**config.mk**
```make
export PLATFORM = sky130hd
export DESIGN_NAME = cell_pool_linked_fifo_top
export DESIGN_NICKNAME = d
export VERILOG_FILES = /design/src/design/cplf_pkg.sv /design/src/design/cplf_ctrl.sv /design/src/design/cplf_dpath.sv /design/src/design/cell_pool_linked_fifo_top.sv
export VERILOG_INCLUDE_DIRS = /design/src /design/src/design
export SDC_FILE = /design/constraint.sdc
export NUM_CORES = 1
export LEC_CHECK = 0
export BUFFER_PORTS_ARGS = -buffer_cell sky130_fd_sc_hd__buf_2
export CAP_MARGIN = 40
export CORE_AREA = 5 5 196 387
export DETAILED_ROUTE_END_ITERATION = 12
export DIE_AREA = 0 0 201 392
export GPL_TIMING_DRIVEN = 1
export MAX_ROUTING_LAYER = met4
export PLACE_DENSITY = 0.45
export SETUP_SLACK_MARGIN = 0.3
export SLEW_MARGIN = 30
export SYNTH_ARGS = -nofsm -noshare
export SYNTH_HDL_FRONTEND = slang
export SYNTH_SLANG_ARGS = --single-unit
```
**constraint.sdc**
```tcl
create_clock -name clk_i -period 8.7 [get_ports clk_i]
set_input_delay 0.435 -clock clk_i [delete_from_list [all_inputs] [get_ports clk_i]]
set_output_delay 0.435 -clock clk_i [all_outputs]
set_load 0.01 [all_outputs]
```
**src/design/cell_pool_linked_fifo_top_macros.svh**
```systemverilog
// ----------------------------------------------------------------------------
// Cell pool linked FIFO assertion macros
// Shorthand for the clocked, reset-qualified properties used at the top level.
// ----------------------------------------------------------------------------
`ifndef CELL_POOL_LINKED_FIFO_TOP_MACROS_SVH
`define CELL_POOL_LINKED_FIFO_TOP_MACROS_SVH

// Consequent must hold in the same cycle as the antecedent.
`define CPLF_ASSERT_SAME(lbl, ante, cons, msg) \
  lbl: assert property (@(posedge clk_i) disable iff (!rst_ni) (ante) |-> (cons)) \
    else $error(msg);

// Consequent must hold in the cycle after the antecedent.
`define CPLF_ASSERT_NEXT(lbl, ante, cons, msg) \
  lbl: assert property (@(posedge clk_i) disable iff (!rst_ni) (ante) |=> (cons)) \
    else $error(msg);

`endif

```
**src/design/cplf_pkg.sv**
```systemverilog
`timescale 1ns / 1ps
// ----------------------------------------------------------------------------
// Cell pool linked FIFO package
// Field widths, operation and status codes, and controller interface types.
// ----------------------------------------------------------------------------
package cplf_pkg;

  localparam int MAX_CELLS_DEF = 64;

  localparam int KIND_W   = 3;
  localparam int CELL_W   = 6;
  localparam int STATUS_W = 2;
  localparam int REG_W    = 7;
  localparam int REG_MAX  = 64;
  localparam int GRP_N    = 8;
  localparam int GRP_W    = 3;

  localparam logic [KIND_W-1:0] KIND_ALLOC = 3'd0;
  localparam logic [KIND_W-1:0] KIND_FREE  = 3'd1;
  localparam logic [KIND_W-1:0] KIND_ENQ   = 3'd2;
  localparam logic [KIND_W-1:0] KIND_DEQ   = 3'd3;
  localparam logic [KIND_W-1:0] KIND_PEEK  = 3'd4;
  localparam logic [KIND_W-1:0] KIND_NEXT  = 3'd5;

  localparam logic [STATUS_W-1:0] STATUS_OK   = 2'd0;
  localparam logic [STATUS_W-1:0] STATUS_NONE = 2'd1;
  localparam logic [STATUS_W-1:0] STATUS_BAD  = 2'd2;

  localparam logic REG_CPB   = 1'b0;
  localparam logic REG_LIMIT = 1'b1;

  localparam logic [REG_W-1:0] REG_RESET = 7'd8;

  typedef struct packed {
    logic clr;
    logic accept;
    logic exec;
    logic enq2;
  } cplf_cmd_t;

  typedef struct packed {
    logic clr_last;
    logic enq_ok;
  } cplf_sts_t;

  function automatic logic [REG_W-1:0] clamp_reg(input logic [REG_W-1:0] v);
    logic [REG_W-1:0] r;
    r = v;
    if (v == '0) begin
      r = REG_W'(1);
    end else if (v > REG_W'(REG_MAX)) begin
      r = REG_W'(REG_MAX);
    end
    return r;
  endfunction

endpackage

```
**src/design/cplf_ctrl.sv**
```systemverilog
`timescale 1ns / 1ps
// ----------------------------------------------------------------------------
// Cell pool linked FIFO controller
// Sequences the link table clearing pass and each transaction's steps.
// ----------------------------------------------------------------------------
module cplf_ctrl
  import cplf_pkg::*;
(
  input  logic      clk_i,
  input  logic      rst_ni,
  input  logic      start,
  output logic      busy,
  input  cplf_sts_t sts_i,
  output cplf_cmd_t cmd_o
);

  typedef enum logic [1:0] {
    S_CLEAR,
    S_IDLE,
    S_EXEC,
    S_ENQ2
  } state_e;

  state_e state_q, state_d;
  logic   busy_q;

  always_comb begin
    state_d = state_q;
    cmd_o   = '0;
    case (state_q)
      S_CLEAR: begin
        cmd_o.clr = 1'b1;
        if (sts_i.clr_last) begin
          state_d = S_IDLE;
        end
      end
      S_IDLE: begin
        if (start) begin
          cmd_o.accept = 1'b1;
          state_d      = S_EXEC;
        end
      end
      S_EXEC: begin
        cmd_o.exec = 1'b1;
        state_d    = sts_i.enq_ok ? S_ENQ2 : S_IDLE;
      end
      S_ENQ2: begin
        cmd_o.enq2 = 1'b1;
        state_d    = S_IDLE;
      end
      default: begin
        state_d = S_IDLE;
      end
    endcase
  end

  always_ff @(posedge clk_i or negedge rst_ni) begin
    if (!rst_ni) begin
      state_q <= S_CLEAR;
      busy_q  <= 1'b1;
    end else begin
      state_q <= state_d;
      busy_q  <= (state_d != S_IDLE);
    end
  end

  assign busy = busy_q;

endmodule

```
**src/design/cplf_dpath.sv**
```systemverilog
`timescale 1ns / 1ps
// ----------------------------------------------------------------------------
// Cell pool linked FIFO datapath
// In-use bitmap with a registered free-cell search, link table, queue ends.
// ----------------------------------------------------------------------------
module cplf_dpath
  import cplf_pkg::*;
#(
  parameter int MAX_CELLS = MAX_CELLS_DEF
) (
  input  logic                clk_i,
  input  logic                rst_ni,
  input  cplf_cmd_t           cmd_i,
  output cplf_sts_t           sts_o,
  input  logic [KIND_W-1:0]   kind_i,
  input  logic [CELL_W-1:0]   cell_req_i,
  input  logic [REG_W-1:0]    cpb_i,
  input  logic [REG_W-1:0]    lim_i,
  output logic                result_valid_o,
  output logic [CELL_W-1:0]   result_cell_o,
  output logic [STATUS_W-1:0] status_o
);

  localparam int CW   = $clog2(MAX_CELLS);
  localparam int LW   = $clog2(MAX_CELLS + 1);
  localparam int SW   = ((LW > REG_W) ? LW : REG_W) + 1;
  localparam int CMPW = (LW > CELL_W) ? LW : CELL_W;
  localparam int NG   = (MAX_CELLS + GRP_N - 1) / GRP_N;
  localparam int GW   = (NG > 1) ? $clog2(NG) : 1;
  localparam logic [LW-1:0] NIL = LW'(MAX_CELLS);

  logic [LW-1:0]       link_mem [MAX_CELLS];
  logic [LW-1:0]       rd_q;
  logic [CW-1:0]       rd_addr;
  logic                we;
  logic [CW-1:0]       wa;
  logic [LW-1:0]       wd;

  logic [CW-1:0]       clr_addr_q;
  logic [KIND_W-1:0]   kind_q;
  logic [CELL_W-1:0]   cell_q;
  logic [MAX_CELLS-1:0] in_use_q, in_use_d;
  logic [LW-1:0]       head_q, head_d, tail_q, tail_d;
  logic [LW-1:0]       opened_q, opened_d;
  logic [REG_W-1:0]    blocks_q, blocks_d;
  logic                valid_q;
  logic [CELL_W-1:0]   res_q, res_d;
  logic [STATUS_W-1:0] status_q, status_d;

  logic                grp_free_q [NG];
  logic                grp_free_d [NG];
  logic [GRP_W-1:0]    grp_low_q  [NG];
  logic [GRP_W-1:0]    grp_low_d  [NG];

  logic [REG_W-1:0]    cpb_eff, lim_eff;
  logic [CW-1:0]       cell_idx;
  logic                cell_ok;
  logic                found;
  logic [GW-1:0]       sel_g;
  logic [CW-1:0]       alloc_idx;
  logic [SW-1:0]       grow_sum;
  logic                grow_ok;

  assign cpb_eff   = clamp_reg(cpb_i);
  assign lim_eff   = clamp_reg(lim_i);
  assign cell_idx  = CW'(cell_q);
  assign cell_ok   = CMPW'(cell_q) < CMPW'(opened_q);
  assign grow_sum  = SW'(opened_q) + SW'(cpb_eff);
  assign grow_ok   = (blocks_q < lim_eff) && (grow_sum <= SW'(MAX_CELLS));
  assign rd_addr   = (kind_i == KIND_DEQ) ? head_q[CW-1:0] : CW'(cell_req_i);

  assign sts_o.clr_last = (clr_addr_q == CW'(MAX_CELLS - 1));
  assign sts_o.enq_ok   = (kind_q == KIND_ENQ) && cell_ok;

  // Per group of eight cells: any free opened cell, and the lowest one.
  always_comb begin
    for (int g = 0; g < NG; g++) begin
      grp_free_d[g] = 1'b0;
      grp_low_d[g]  = '0;
      for (int j = GRP_N - 1; j >= 0; j--) begin
        if (g * GRP_N + j < MAX_CELLS) begin
          if (LW'(g * GRP_N + j) < opened_q && !in_use_q[CW'(g * GRP_N + j)]) begin
            grp_free_d[g] = 1'b1;
            grp_low_d[g]  = GRP_W'(j);
          end
        end
      end
    end
  end

  always_comb begin
    found = 1'b0;
    sel_g = '0;
    for (int g = NG - 1; g >= 0; g--) begin
      if (grp_free_q[g]) begin
        found = 1'b1;
        sel_g = GW'(g);
      end
    end
    alloc_idx = CW'({sel_g, grp_low_q[sel_g]});
  end

  always_comb begin
    in_use_d = in_use_q;
    head_d   = head_q;
    tail_d   = tail_q;
    opened_d = opened_q;
    blocks_d = blocks_q;
    res_d    = '0;
    status_d = STATUS_NONE;
    we       = 1'b0;
    wa       = clr_addr_q;
    wd       = NIL;
    if (cmd_i.clr) begin
      we = 1'b1;
    end
    if (cmd_i.enq2) begin
      we = 1'b1;
      wa = cell_idx;
    end
    if (cmd_i.exec) begin
      case (kind_q)
        KIND_ALLOC: begin
          if (found) begin
            in_use_d[alloc_idx] = 1'b1;
            res_d    = CELL_W'(alloc_idx);
            status_d = STATUS_OK;
          end else if (grow_ok) begin
            in_use_d[opened_q[CW-1:0]] = 1'b1;
            res_d    = CELL_W'(opened_q);
            status_d = STATUS_OK;
            opened_d = LW'(grow_sum);
            blocks_d = blocks_q + REG_W'(1);
          end
        end
        KIND_FREE: begin
          if (!cell_ok) begin
            status_d = STATUS_BAD;
          end else begin
            in_use_d[cell_idx] = 1'b0;
            we       = 1'b1;
            wa       = cell_idx;
            status_d = STATUS_OK;
          end
        end
        KIND_ENQ: begin
          if (!cell_ok) begin
            status_d = STATUS_BAD;
          end else begin
            if (tail_q != NIL) begin
              we = 1'b1;
              wa = tail_q[CW-1:0];
              wd = LW'(cell_idx);
            end
            tail_d = LW'(cell_idx);
            if (head_q == NIL) begin
              head_d = LW'(cell_idx);
            end
            status_d = STATUS_OK;
          end
        end
        KIND_DEQ: begin
          if (head_q != NIL) begin
            res_d    = CELL_W'(head_q);
            status_d = STATUS_OK;
            head_d   = rd_q;
            if (rd_q == NIL) begin
              tail_d = NIL;
            end
          end
        end
        KIND_PEEK: begin
          if (head_q != NIL) begin
            res_d    = CELL_W'(head_q);
            status_d = STATUS_OK;
          end
        end
        KIND_NEXT: begin
          if (!cell_ok) begin
            status_d = STATUS_BAD;
          end else if (rd_q != NIL) begin
            res_d    = CELL_W'(rd_q);
            status_d = STATUS_OK;
          end
        end
        default: begin
          status_d = STATUS_NONE;
        end
      endcase
    end
  end

  always_ff @(posedge clk_i) begin
    if (we) begin
      link_mem[wa] <= wd;
    end
    if (cmd_i.accept) begin
      rd_q <= link_mem[rd_addr];
    end
  end

  always_ff @(posedge clk_i) begin
    grp_free_q <= grp_free_d;
    grp_low_q  <= grp_low_d;
    if (cmd_i.accept) begin
      kind_q <= kind_i;
      cell_q <= cell_req_i;
    end
    if (cmd_i.exec) begin
      res_q    <= res_d;
      status_q <= status_d;
    end
  end

  always_ff @(posedge clk_i or negedge rst_ni) begin
    if (!rst_ni) begin
      clr_addr_q <= '0;
      in_use_q   <= '0;
      head_q     <= NIL;
      tail_q     <= NIL;
      opened_q   <= '0;
      blocks_q   <= '0;
      valid_q    <= 1'b0;
    end else begin
      if (cmd_i.clr) begin
        clr_addr_q <= clr_addr_q + CW'(1);
      end
      in_use_q <= in_use_d;
      head_q   <= head_d;
      tail_q   <= tail_d;
      opened_q <= opened_d;
      blocks_q <= blocks_d;
      valid_q  <= cmd_i.exec;
    end
  end

  assign result_valid_o = valid_q;
  assign result_cell_o  = res_q;
  assign status_o       = status_q;

endmodule

```
**src/design/cell_pool_linked_fifo_top.sv**
```systemverilog
`timescale 1ns / 1ps
// ----------------------------------------------------------------------------
// Cell pool linked FIFO
// Block-grown cell pool with an in-use bitmap and one linked FIFO of cells.
// ----------------------------------------------------------------------------
// After reset the block runs a clearing pass over the link table, one entry
// per cycle over all MAX_CELLS entries, with busy high. A transaction is
// taken when start is high and busy is low. For alloc, free, dequeue, peek
// and next the link table is read at the accept edge and the operation
// executes in the following cycle. A valid enqueue adds a step to write two
// link table entries through the single write port. Each result appears on
// result_cell_o and status_o for exactly one cycle with result_valid_o high,
// in the cycle after the execute step; the receiver cannot stall it. The next
// transaction may be accepted at the edge that ends that result cycle, or
// after a valid enqueue's extra step. Configuration writes take effect at
// once and should be issued only while the block is idle.
module cell_pool_linked_fifo_top
  import cplf_pkg::*;
#(
  parameter int MAX_CELLS = MAX_CELLS_DEF
) (
  input  logic                clk_i,
  input  logic                rst_ni,
  input  logic                start,
  output logic                busy,
  input  logic [KIND_W-1:0]   kind_i,
  input  logic [CELL_W-1:0]   cell_req_i,
  input  logic                cfg_we_i,
  input  logic                cfg_idx_i,
  input  logic [REG_W-1:0]    cfg_wdata_i,
  output logic                result_valid_o,
  output logic [CELL_W-1:0]   result_cell_o,
  output logic [STATUS_W-1:0] status_o
);

`include "cell_pool_linked_fifo_top_macros.svh"

  cplf_cmd_t        cmd;
  cplf_sts_t        sts;
  logic [REG_W-1:0] cpb_q;
  logic [REG_W-1:0] lim_q;

  always_ff @(posedge clk_i or negedge rst_ni) begin
    if (!rst_ni) begin
      cpb_q <= REG_RESET;
      lim_q <= REG_RESET;
    end else if (cfg_we_i) begin
      case (cfg_idx_i)
        REG_CPB:   cpb_q <= cfg_wdata_i;
        REG_LIMIT: lim_q <= cfg_wdata_i;
        default:   cpb_q <= cpb_q;
      endcase
    end
  end

  cplf_ctrl u_ctrl (
    .clk_i  (clk_i),
    .rst_ni (rst_ni),
    .start  (start),
    .busy   (busy),
    .sts_i  (sts),
    .cmd_o  (cmd)
  );

  cplf_dpath #(
    .MAX_CELLS (MAX_CELLS)
  ) u_dpath (
    .clk_i          (clk_i),
    .rst_ni         (rst_ni),
    .cmd_i          (cmd),
    .sts_o          (sts),
    .kind_i         (kind_i),
    .cell_req_i     (cell_req_i),
    .cpb_i          (cpb_q),
    .lim_i          (lim_q),
    .result_valid_o (result_valid_o),
    .result_cell_o  (result_cell_o),
    .status_o       (status_o)
  );

  `CPLF_ASSERT_NEXT(a_accept_busy, start && !busy, busy, "busy not raised after a transaction")
  `CPLF_ASSERT_SAME(a_result_after_busy, result_valid_o, $past(busy), "result without a transaction")
  `CPLF_ASSERT_NEXT(a_result_single, result_valid_o, !result_valid_o, "result strobe held too long")
  `CPLF_ASSERT_SAME(a_fail_zero, result_valid_o && status_o != STATUS_OK, result_cell_o == '0, "failed result carries a cell")

endmodule

```
==> qor.json, run 1 <==
{
  "path_delay_family": "simple AND/OR/NAND/NOR gates",
  "synth-adder-area-share_pct": 1.33,
  "die_h_um": 392,
  "global_route.usage.met3_pct": 2.29,
  "grt_pass1_wl_mm": 120,
  "critical-path-slowest-cell": "nor2_1",
  "ys_seq_elements": 572,
  "post_synth_instance_area_sq_um": 25000,
  "max_slew.worst_pin.slew_ns": 0.980,
  "cap_violations": 0,
  "layout.core_utilization_pct": 38.8,
  "cp_cell_sequence": "inv_1 > ha_1 > a211oi_1 > nor3_1 > a21oi_1 > buf_2 > nand2_1 > o22ai_1 > nand3_1 > nor2_1",
  "first_iter_violations": 1350,
  "detailedRoute.firstPassIterationCount": 6,
  "finalSetupViolCount": 0,
  "route.antenna.remaining_nets": 0,
  "max_clock_freq_mhz": 207,
  "area_grow_syn2layout_pct": 12.6,
  "fin_ws_ns": 3.88,
  "numCtsBuffers": 51,
  "pin_count_of_the_biggest_net_entering_global_routing": 110,
  "synth.yosys.warnings": 0,
  "antenna_found_initial": 0,
  "synthMuxAreaShare_pct": 4.37,
  "worstSetupPathType": "flop to flop",
  "finalMaxSlewViolations": 0,
  "ctsRootBufferMaster": "clkbuf_16",
  "clock_path_buffers": 3,
  "wl_mm": 83.7,
  "fp.dieArea_sq_um": 78800,
  "wl_cell_um": 27.6,
  "post_drt_via_cell_ratio": 5.59,
  "global_route.usage.total_pct": 21.3,
  "die_x_um": 201,
  "floorplan.initialDensity_pct": 34.4,
  "cp-end-kind": "flop",
  "seq_area_frac_synth_pct": 66.3,
  "postSynth.topFlopCell": "edfxtp_1",
  "powerDensity_nw_per_um2": 271,
  "postCtsSetupRepairBufs": 0,
  "detailedPlace.worstSlack_ns": 3.64,
  "synth_simple_gate_area_share_pct": 14.4,
  "synth_top_area_share_pct": 56.6,
  "synth_compound_area_share_pct": 11.1,
  "power.ir.vdd_worst_mv": 0.139,
  "clk_latency_ns": 0.61,
  "cp_slowest_stage_delay_ns": 0.86,
  "tritoncts_clock_tree": "yes",
  "nNetsFinal": 2116,
  "share_of_cells_above_drive_strength_1_pct": 11.2,
  "p_leak_nw": 9.96,
  "via_count_of_the_first_global_routing_pass": 17400,
  "synth_enable_flop_cells": 472,
  "global_route.overflow_total": 0,
  "finish.cell_count_without_fillers": 3031,
  "portBuffers": 30,
  "synth_nets": 2090,
  "min_path_type": "input port to flop",
  "post_synth_xor_area_fraction_pct": 0.490,
  "req_time_crit_path_ns": 8.93,
  "timing.final.hold_violations": 0,
  "crit_path_max_fanout": 15,
  "num_vias": 16900,
  "synth_cell_types": 78,
  "use_met2_pct": 42.6,
  "worst-path-buf-inv": 2,
  "grt_busiest_layer": "met2",
  "synth_cells": 2043,
  "hpwl_reported_at_the_end_of_detailed_placement_mm": 59.2,
  "path_clk_slew_ns": 0.07,
  "groute.layer.met1.usage_pct": 20.0,
  "final.period_utilization_pct": 55.4,
  "clock_sink_count": 572,
  "async_flop_share_pct": 14.7,
  "drt_drc_violations_left": 0,
  "placed_cell_count": 2935,
  "syn_avg_cell_area_sq_um": 12.3,
  "run_status": "completed",
  "fin_skew_ns": 0.0221,
  "rows": 140,
  "yosys-top-cells-area": "edfxtp_1 57%, dfrtp_1 7.9%, nand2_1 6.1%",
  "synth_top_family_by_area": "simple AND/OR/NAND/NOR gates",
  "worst_slew_margin_rel_pct": 34.7,
  "globalplace.congestion": 1.00,
  "report.power.total_mw": 7.63,
  "crit_path_start_kind": "flop",
  "setup_tns_after_final_layout_ns": 0,
  "final.min_clock_period_ns": 4.82,
  "antennaDiodeCount": 0,
  "cts_max_level": 2,
  "synthDominantAreaCellType": "edfxtp_1",
  "grt_setup_unrepaired": "false",
  "cp.arrival_ns": 5.05,
  "core-area_sq_um": 72700,
  "io_pins": 31
}
-- through the flow --
stage | cell area (sq um) | hold WS [ns]
3_3_place_gp | 26200 | 0.410
2_1_floorplan | 25000 | 0.139
3_5_place_dp | 26500 | 0.411
5_1_grt | 28200 | 0.0236
6_report | 28200 | 0.0406
4_1_cts | 28100 | 0.00882
-- layout make-up --
cell class | count | area [sq um]
Fill cell | 6877 | 44500
Inverter | 21 | 80.1
Clock buffer | 63 | 1360
Multi-Input combinational cell | 1344 | 8050
Timing Repair Buffer | 79 | 667
Clock inverter | 29 | 269
Sequential cell | 572 | 16600
Tap cell | 923 | 1150
-- final timing paths --
kind	slack (ns)	depth (start not counted)	start	endpoint
min in group asynchronous	0.32	2	rst_ni	u_dpath.in_use_q[19]
max in group asynchronous	7.38	4	rst_ni	lim_q[3]
min reg2reg	0.49	1	u_dpath.blocks_q[6]	u_dpath.blocks_q[6]
max reg2reg	3.88	10	u_dpath.opened_q[3]	u_dpath.link_mem[30][2]
min	0.04	1	kind_i[0]	u_dpath.kind_q[0]
max	3.88	10	u_dpath.opened_q[3]	u_dpath.link_mem[30][2]
-- cell usage after synthesis (all sizes together) (12+ instances only) --
library cell / number
inv: 21
nand2: 404
a211oi: 12
nand2b: 18
buf: 32
o22ai: 12
mux2i: 80
a32oi: 54
mux2: 26
dfrtp: 79
nor2: 125
nor3: 34
a22oi: 21
clkbuf: 74
nand3: 95
ha: 25
edfxtp: 472
nand4: 17
and3: 31
nor2b: 21
o21ai: 82
dfxtp: 16
a31oi: 84
a21oi: 46
-- flip-flops by register name (all words and copies together) (netlist names), 3 cells and up --
name                   count
cpb_q                      7
lim_q                      7
u_dpath.blocks_q           7
u_dpath.cell_idx           6
u_dpath.clr_addr_q         6
u_dpath.grp_free_q         4
u_dpath.grp_low_q         12
u_dpath.head_q             7
u_dpath.in_use_q          32
u_dpath.kind_q             3
u_dpath.link_mem         448
u_dpath.opened_q           7
u_dpath.rd_q               7
u_dpath.result_cell_o      6
u_dpath.tail_q             7
-- power breakdown --
part,internal (mW),switching (mW),total [mW]
clock,1.23,1.03,2.27
combinational,0.558,1.32,1.88
sequential,3.24,0.243,3.48
-- layer usage --
metal / vias up / wire [um] / part of all wire, %
met1: 8487 / 27600 / 33
met2: 512 / 48500 / 58
met5: - / 0 / 0
met4: 0 / 4810 / 5.7
li1: 7736 / - / -
met3: 206 / 2830 / 3.4
-- layout by cell type, fill, tap and decap left out, types with 18 or more instances in the layout --
cell type / n
nor2_1: 117
nand2b_1: 18
dfrtp_1: 79
nor3_1: 29
inv_1: 20
nor2b_1: 21
mux2_2: 25
a22oi_1: 21
ha_1: 25
nand2_1: 404
buf_4: 23
a32oi_1: 54
clkbuf_16: 52
nand3_1: 95
a31oi_1: 84
edfxtp_1: 472
o21ai_0: 63
a21oi_1: 46
and3_1: 31
mux2i_1: 79
buf_2: 40
-- logic make-up after synthesis --
kind of cell             Yosys count
AND/OR/NAND/NOR                  798
flip-flops                       572
AO/OA/AOI/OAI                    400
buffers and inverters            127
multiplexers                     106
adder cells (fa/ha/maj)           26
XOR/XNOR                          14
-- timing repair --
| action | CTS | global route |
|---|---|---|
| hold buffers | 1 | 0 |
| gates resized for setup | 0 | 0 |
| hold endpoints to repair | 28 | 0 |
| setup endpoints to repair | 0 | 0 |
(Power assumes the default switching activity.)
==> run 2: changes to the inputs <==
==> constraint.sdc (replaced) <==
create_clock -name clk_i -period 5 [get_ports clk_i]
set_input_delay 0.25 -clock clk_i [delete_from_list [all_inputs] [get_ports clk_i]]
set_output_delay 0.25 -clock clk_i [all_outputs]
set_load 0.01 [all_outputs]
==> qor.json, run 2 (synthesis results as in run 1) <==
{
  "report.power.total_mw": 13.6,
  "ff2ff_path_depth": 9,
  "die_x_um": 201,
  "globalplace.congestion": 0.975,
  "grt_setup_unrepaired": "true",
  "antennaDiodeCount": 0,
  "worst_r2r_startpoint": "u_dpath.opened_q[2]",
  "final.period_utilization_pct": 89.0,
  "tritoncts_clock_tree": "yes",
  "min_path_type": "input port to flop",
  "crit_path_start": "u_dpath.opened_q[2]",
  "first_iter_violations": 1260,
  "post_drt_via_cell_ratio": 5.54,
  "ctsRootBufferMaster": "clkbuf_16",
  "fin_ws_ns": 0.550,
  "finish.cell_count_without_fillers": 3082,
  "cp.arrival_ns": 4.69,
  "final.min_clock_period_ns": 4.45,
  "placed_cell_count": 2965,
  "num_vias": 17100,
  "max_slew.worst_pin.slew_ns": 0.870,
  "global_route.overflow_total": 0,
  "crit_path_start_kind": "flop",
  "detailedPlace.worstSlack_ns": 0.637,
  "largest_registers": "u_dpath.link_mem (448), u_dpath.in_use_q (32), u_dpath.grp_low_q (12)",
  "p_leak_nw": 10.2,
  "cap_violations": 0,
  "rows": 140,
  "dpl_cell_area_sq_um": 26700,
  "hold-worst-slack_ns": 0.0508,
  "cts_max_level": 2,
  "nNetsFinal": 2163,
  "fin_area_sq_um": 28700,
  "fillerInstances": 6901,
  "route.antenna.remaining_nets": 0,
  "via_count_of_the_first_global_routing_pass": 17600,
  "area_grow_syn2layout_pct": 14.5,
  "share_of_cells_above_drive_strength_1_pct": 12.4,
  "clock_sink_count": 572,
  "global_route.usage.total_pct": 21.6,
  "worst_setup_path_endpoint": "u_dpath.link_mem[4][2]",
  "detailedRoute.firstPassIterationCount": 5,
  "layout_common_cells": "472 x edfxtp_1, 404 x nand2_1, 116 x nor2_1",
  "wl_mm": 84.4,
  "crit_path_max_fanout": 14,
  "setup_tns_after_final_layout_ns": 0,
  "path_clk_slew_ns": 0.08,
  "layout.core_utilization_pct": 39.4,
  "timing.final.hold_violations": 0,
  "worst_slew_margin_rel_pct": 41.7,
  "grt_pass1_wl_mm": 122,
  "finalMaxSlewViolations": 0,
  "max_clock_freq_mhz": 225,
  "largest_register_ff_count": 448,
  "finalSetupViolCount": 0,
  "wl_cell_um": 27.4,
  "hpwl_reported_at_the_end_of_detailed_placement_mm": 60.3,
  "rr_endpoint": "u_dpath.link_mem[4][2]",
  "clock_path_buffers": 3,
  "largest_register_by_flop_count": "u_dpath.link_mem",
  "portBuffers": 30,
  "pin_count_of_the_biggest_net_entering_global_routing": 70,
  "worstSetupPathType": "flop to flop",
  "cp-end-kind": "flop",
  "floorplan.initialDensity_pct": 34.4,
  "run_status": "completed",
  "numCtsBuffers": 52,
  "drt_drc_violations_left": 0,
  "fp.dieArea_sq_um": 78800,
  "io_pins": 31,
  "reg2reg_slack_ns": 0.55,
  "powerDensity_nw_per_um2": 475,
  "mostFrequentLayoutCell": "edfxtp_1",
  "fin_skew_ns": 0.0249,
  "die_h_um": 392,
  "core-area_sq_um": 72700,
  "clk_latency_ns": 0.62,
  "power.ir.vdd_worst_mv": 0.301,
  "req_time_crit_path_ns": 5.24,
  "antenna_found_initial": 0
}
## run 2: cell types whose count changed in the layout (fill, tap and decap cells not counted), moves of 2 or more
cell / change
dlygate4sd3_1: +16
and2_4: -6
nor3_1: +4
and2_2: +6
buf_4: +37
clkinv_4: +2
clkbuf_8: -2
bufinv_16: +2
inv_16: +2
nor3_2: -4
buf_2: -6
## run 2: final cells by class
cell class | instances | area, sq um | share of cell area (%)
Timing Repair Buffer | 125 | 1060 | 3.71
Inverter | 21 | 80.1 | 0.279
Tap cell | 923 | 1150 | 4.03
Multi-Input combinational cell | 1344 | 8020 | 28.0
Clock buffer | 61 | 1360 | 4.73
Clock inverter | 36 | 390 | 1.36
Sequential cell | 572 | 16600 | 57.9
## run 2: power by group
group | internal [mW] | leakage [nW] | switching, mW
registers | 5.64 | 5.61 | 0.384
clock network | 2.28 | 0.839 | 1.87
logic | 1.05 | 3.79 | 2.38
## run 2: how the worst min path moves through the flow
stage | startpoint | depth (start not counted) | slack, ns | to
final | start | 4 | 0.05 | u_ctrl.state_q[0]
after global routing | start | 4 | 0.07 | u_ctrl.state_q[0]
after CTS | start | 4 | 0.03 | u_ctrl.state_q[0]
after detailed placement | rst_ni | 1 | 0.22 | u_dpath.in_use_q[30]
after global placement | rst_ni | 1 | 0.21 | u_dpath.in_use_q[30]
after floorplan | rst_ni | 0 | -0.05 | cpb_q[0]
## run 2: what timing repair did
action,CTS,global route
setup buffers,0,0
hold buffers,17,0
resized for setup,0,1
endpoints found under the hold margin,52,0
endpoints found under the setup margin,0,28
## run 2: per-layer routing
metal / vias up / GRT usage (%) / routed length [um]
li1: 7844 / - / -
met1: 8505 / 20.0 / 27400
met2: 520 / 42.6 / 48300
met3: 218 / 2.17 / 2870
met4: 0 / 12.4 / 5870
met5: - / - / 0
## run 2: worst max-delay path, stage by stage, from the launching register on
cell and delay (ns):
dfrtp_1 0.65, inv_1 0.25, ha_1 0.34, a21oi_1 0.13, o21ai_1 0.15, a211oi_1 0.48, o22ai_1 0.19, a31oi_1 0.48
nand3_1 0.69, nor2_1 0.70
==> run 3: changes to the inputs <==
--- a/config.mk
+++ b/config.mk
@@ -8,12 +8,13 @@
 export LEC_CHECK = 0
 export BUFFER_PORTS_ARGS = -buffer_cell sky130_fd_sc_hd__buf_2
 export CAP_MARGIN = 40
-export CORE_AREA = 5 5 196 387
+export CORE_AREA = 5 5 173 342
+export CTS_CLUSTER_SIZE = 24
 export DETAILED_ROUTE_END_ITERATION = 12
-export DIE_AREA = 0 0 201 392
+export DIE_AREA = 0 0 178 347
 export GPL_TIMING_DRIVEN = 1
 export MAX_ROUTING_LAYER = met4
-export PLACE_DENSITY = 0.45
+export PLACE_DENSITY = 0.56
 export SETUP_SLACK_MARGIN = 0.3
 export SLEW_MARGIN = 30
 export SYNTH_ARGS = -nofsm -noshare
==> constraint.sdc (replaced) <==
create_clock -name clk_i -period 5 [get_ports clk_i]
set_input_delay 0.25 -clock clk_i [delete_from_list [all_inputs] [get_ports clk_i]]
set_output_delay 0.25 -clock clk_i [all_outputs]
set_load 0.02 [all_outputs]
==> qor.json, run 3 (synthesis results as in run 1) <==
{
  "run_status": "completed",
  "floorplan.initialDensity_pct": 44.6,
  "cts_max_level": 2,
  "crit_path_max_fanout": 12,
  "area_grow_syn2layout_pct": 13.9,
  "hold-worst-slack_ns": 0.0924,
  "die_x_um": 178,
  "critical-path-slowest-cell": "nor2_1",
  "fin_skew_ns": 0.0223,
  "tritoncts_clock_tree": "yes",
  "fp.dieArea_sq_um": 61800,
  "critical_path.most_common_cell": "a211oi_1",
  "setup_tns_after_final_layout_ns": 0,
  "clock_sink_count": 572,
  "global_route.overflow_total": 0,
  "grt_pass1_wl_mm": 119,
  "mostFrequentLayoutCell": "edfxtp_1",
  "global_route.usage.total_pct": 27.4,
  "p_leak_nw": 10.3,
  "dpl_cell_area_sq_um": 26500,
  "power.ir.vdd_worst_mv": 0.291,
  "via_count_of_the_first_global_routing_pass": 17900,
  "layout.core_utilization_pct": 50.8,
  "placed_cell_count": 2794,
  "max_clock_freq_mhz": 251,
  "path_delay_family": "simple AND/OR/NAND/NOR gates",
  "route.antenna.remaining_nets": 0,
  "max_slew.worst_pin.slew_ns": 0.908,
  "final.min_clock_period_ns": 3.99,
  "worst-path-buf-inv": 0,
  "wl_mm": 82.9,
  "io_pins": 31,
  "rows": 123,
  "fin_area_sq_um": 28500,
  "die_h_um": 347,
  "drt_drc_violations_left": 0,
  "num_vias": 17600,
  "clock_path_buffers": 3,
  "clk_latency_ns": 0.61,
  "cp_slowest_stage_delay_ns": 0.67,
  "timing.final.hold_violations": 0,
  "powerDensity_nw_per_um2": 480,
  "detailedRoute.firstPassIterationCount": 7,
  "hpwl_reported_at_the_end_of_detailed_placement_mm": 58.9,
  "worstSetupPathType": "flop to flop",
  "min_path_type": "input port to flop",
  "ctsRootBufferMaster": "clkbuf_16",
  "finalSetupViolCount": 0,
  "largest_register_ff_count": 448,
  "fin_ws_ns": 1.01,
  "finish.cell_count_without_fillers": 2915,
  "largest_register_by_flop_count": "u_dpath.link_mem",
  "crit_path_start_kind": "flop",
  "req_time_crit_path_ns": 5.23,
  "pin_count_of_the_biggest_net_entering_global_routing": 72,
  "fillerInstances": 4930,
  "worst_slew_margin_rel_pct": 39.4,
  "portBuffers": 30,
  "cap_violations": 0,
  "first_iter_violations": 1427,
  "cp-end-kind": "flop",
  "numCtsBuffers": 52,
  "finalMaxSlewViolations": 0,
  "largest_registers": "u_dpath.link_mem (448), u_dpath.in_use_q (32), u_dpath.grp_low_q (12)",
  "share_of_cells_above_drive_strength_1_pct": 12.9,
  "final.period_utilization_pct": 79.7,
  "core-area_sq_um": 56200,
  "nNetsFinal": 2167,
  "globalplace.congestion": 0.988,
  "layout_common_cells": "472 x edfxtp_1, 404 x nand2_1, 117 x nor2_1",
  "path_clk_slew_ns": 0.07,
  "report.power.total_mw": 13.7,
  "antenna_found_initial": 2,
  "wl_cell_um": 28.4,
  "grt_setup_unrepaired": "false",
  "cp_cell_sequence": "ha_1 > a211oi_1 > nor3_1 > a211oi_1 > o22ai_1 > a31oi_1 > nand3_1 > nor2_1",
  "post_drt_via_cell_ratio": 6.02,
  "detailedPlace.worstSlack_ns": 1.02,
  "cp.arrival_ns": 4.22
}
run 3: final cells by class:
class                   instances  area [sq um]  share of cell area, %
clock inverters                39           409                   1.43
flip-flops and latches        572         16600                   58.2
inverters                      21          80.1                  0.281
diodes                          2          5.00                 0.0175
multi-input cells            1344          8040                   28.2
repair buffers                129          1090                   3.83
well taps                     750           938                   3.29
clock buffers                  58          1360                   4.75
run 3: final timing paths:
path	from	end	slack, ns	depth (start not counted)
min	start	u_ctrl.state_q[0]	0.09	4
max	u_dpath.cell_idx[4]	u_dpath.link_mem[2][2]	1.01	8
max in group asynchronous	rst_ni	lim_q[3]	3.92	4
min in group asynchronous	rst_ni	u_dpath.in_use_q[4]	0.11	2
max reg2reg	u_dpath.cell_idx[4]	u_dpath.link_mem[2][2]	1.01	8
min reg2reg	u_dpath.blocks_q[6]	u_dpath.blocks_q[6]	0.49	1
run 3: timing repair:
item,in CTS,in global routing
setup buffers,0,0
endpoints found under the hold margin,48,0
gates resized for setup,0,0
hold buffers,17,0
endpoints found under the setup margin,0,0
run 3: power breakdown:
group	switching (mW)	internal, mW	leakage [nW]
Sequential	0.376	5.64	5.61
Clock	1.83	2.33	0.864
Combinational	2.45	1.06	3.81
Total	4.66	9.04	10.3
run 3: routing by layer:
metal	track usage, %	wire, um
met1	25.4	26200
met2	50.1	46100
met3	4.20	3510
met4	19.3	7060
met5	-	0
run 3: worst register-to-register path: stages (launching register included):
cell and delay [ns]:
edfxtp_1 0.59, ha_1 0.39, a211oi_1 0.22, nor3_1 0.12, a211oi_1 0.42, o22ai_1 0.17
a31oi_1 0.46, nand3_1 0.56, nor2_1 0.67
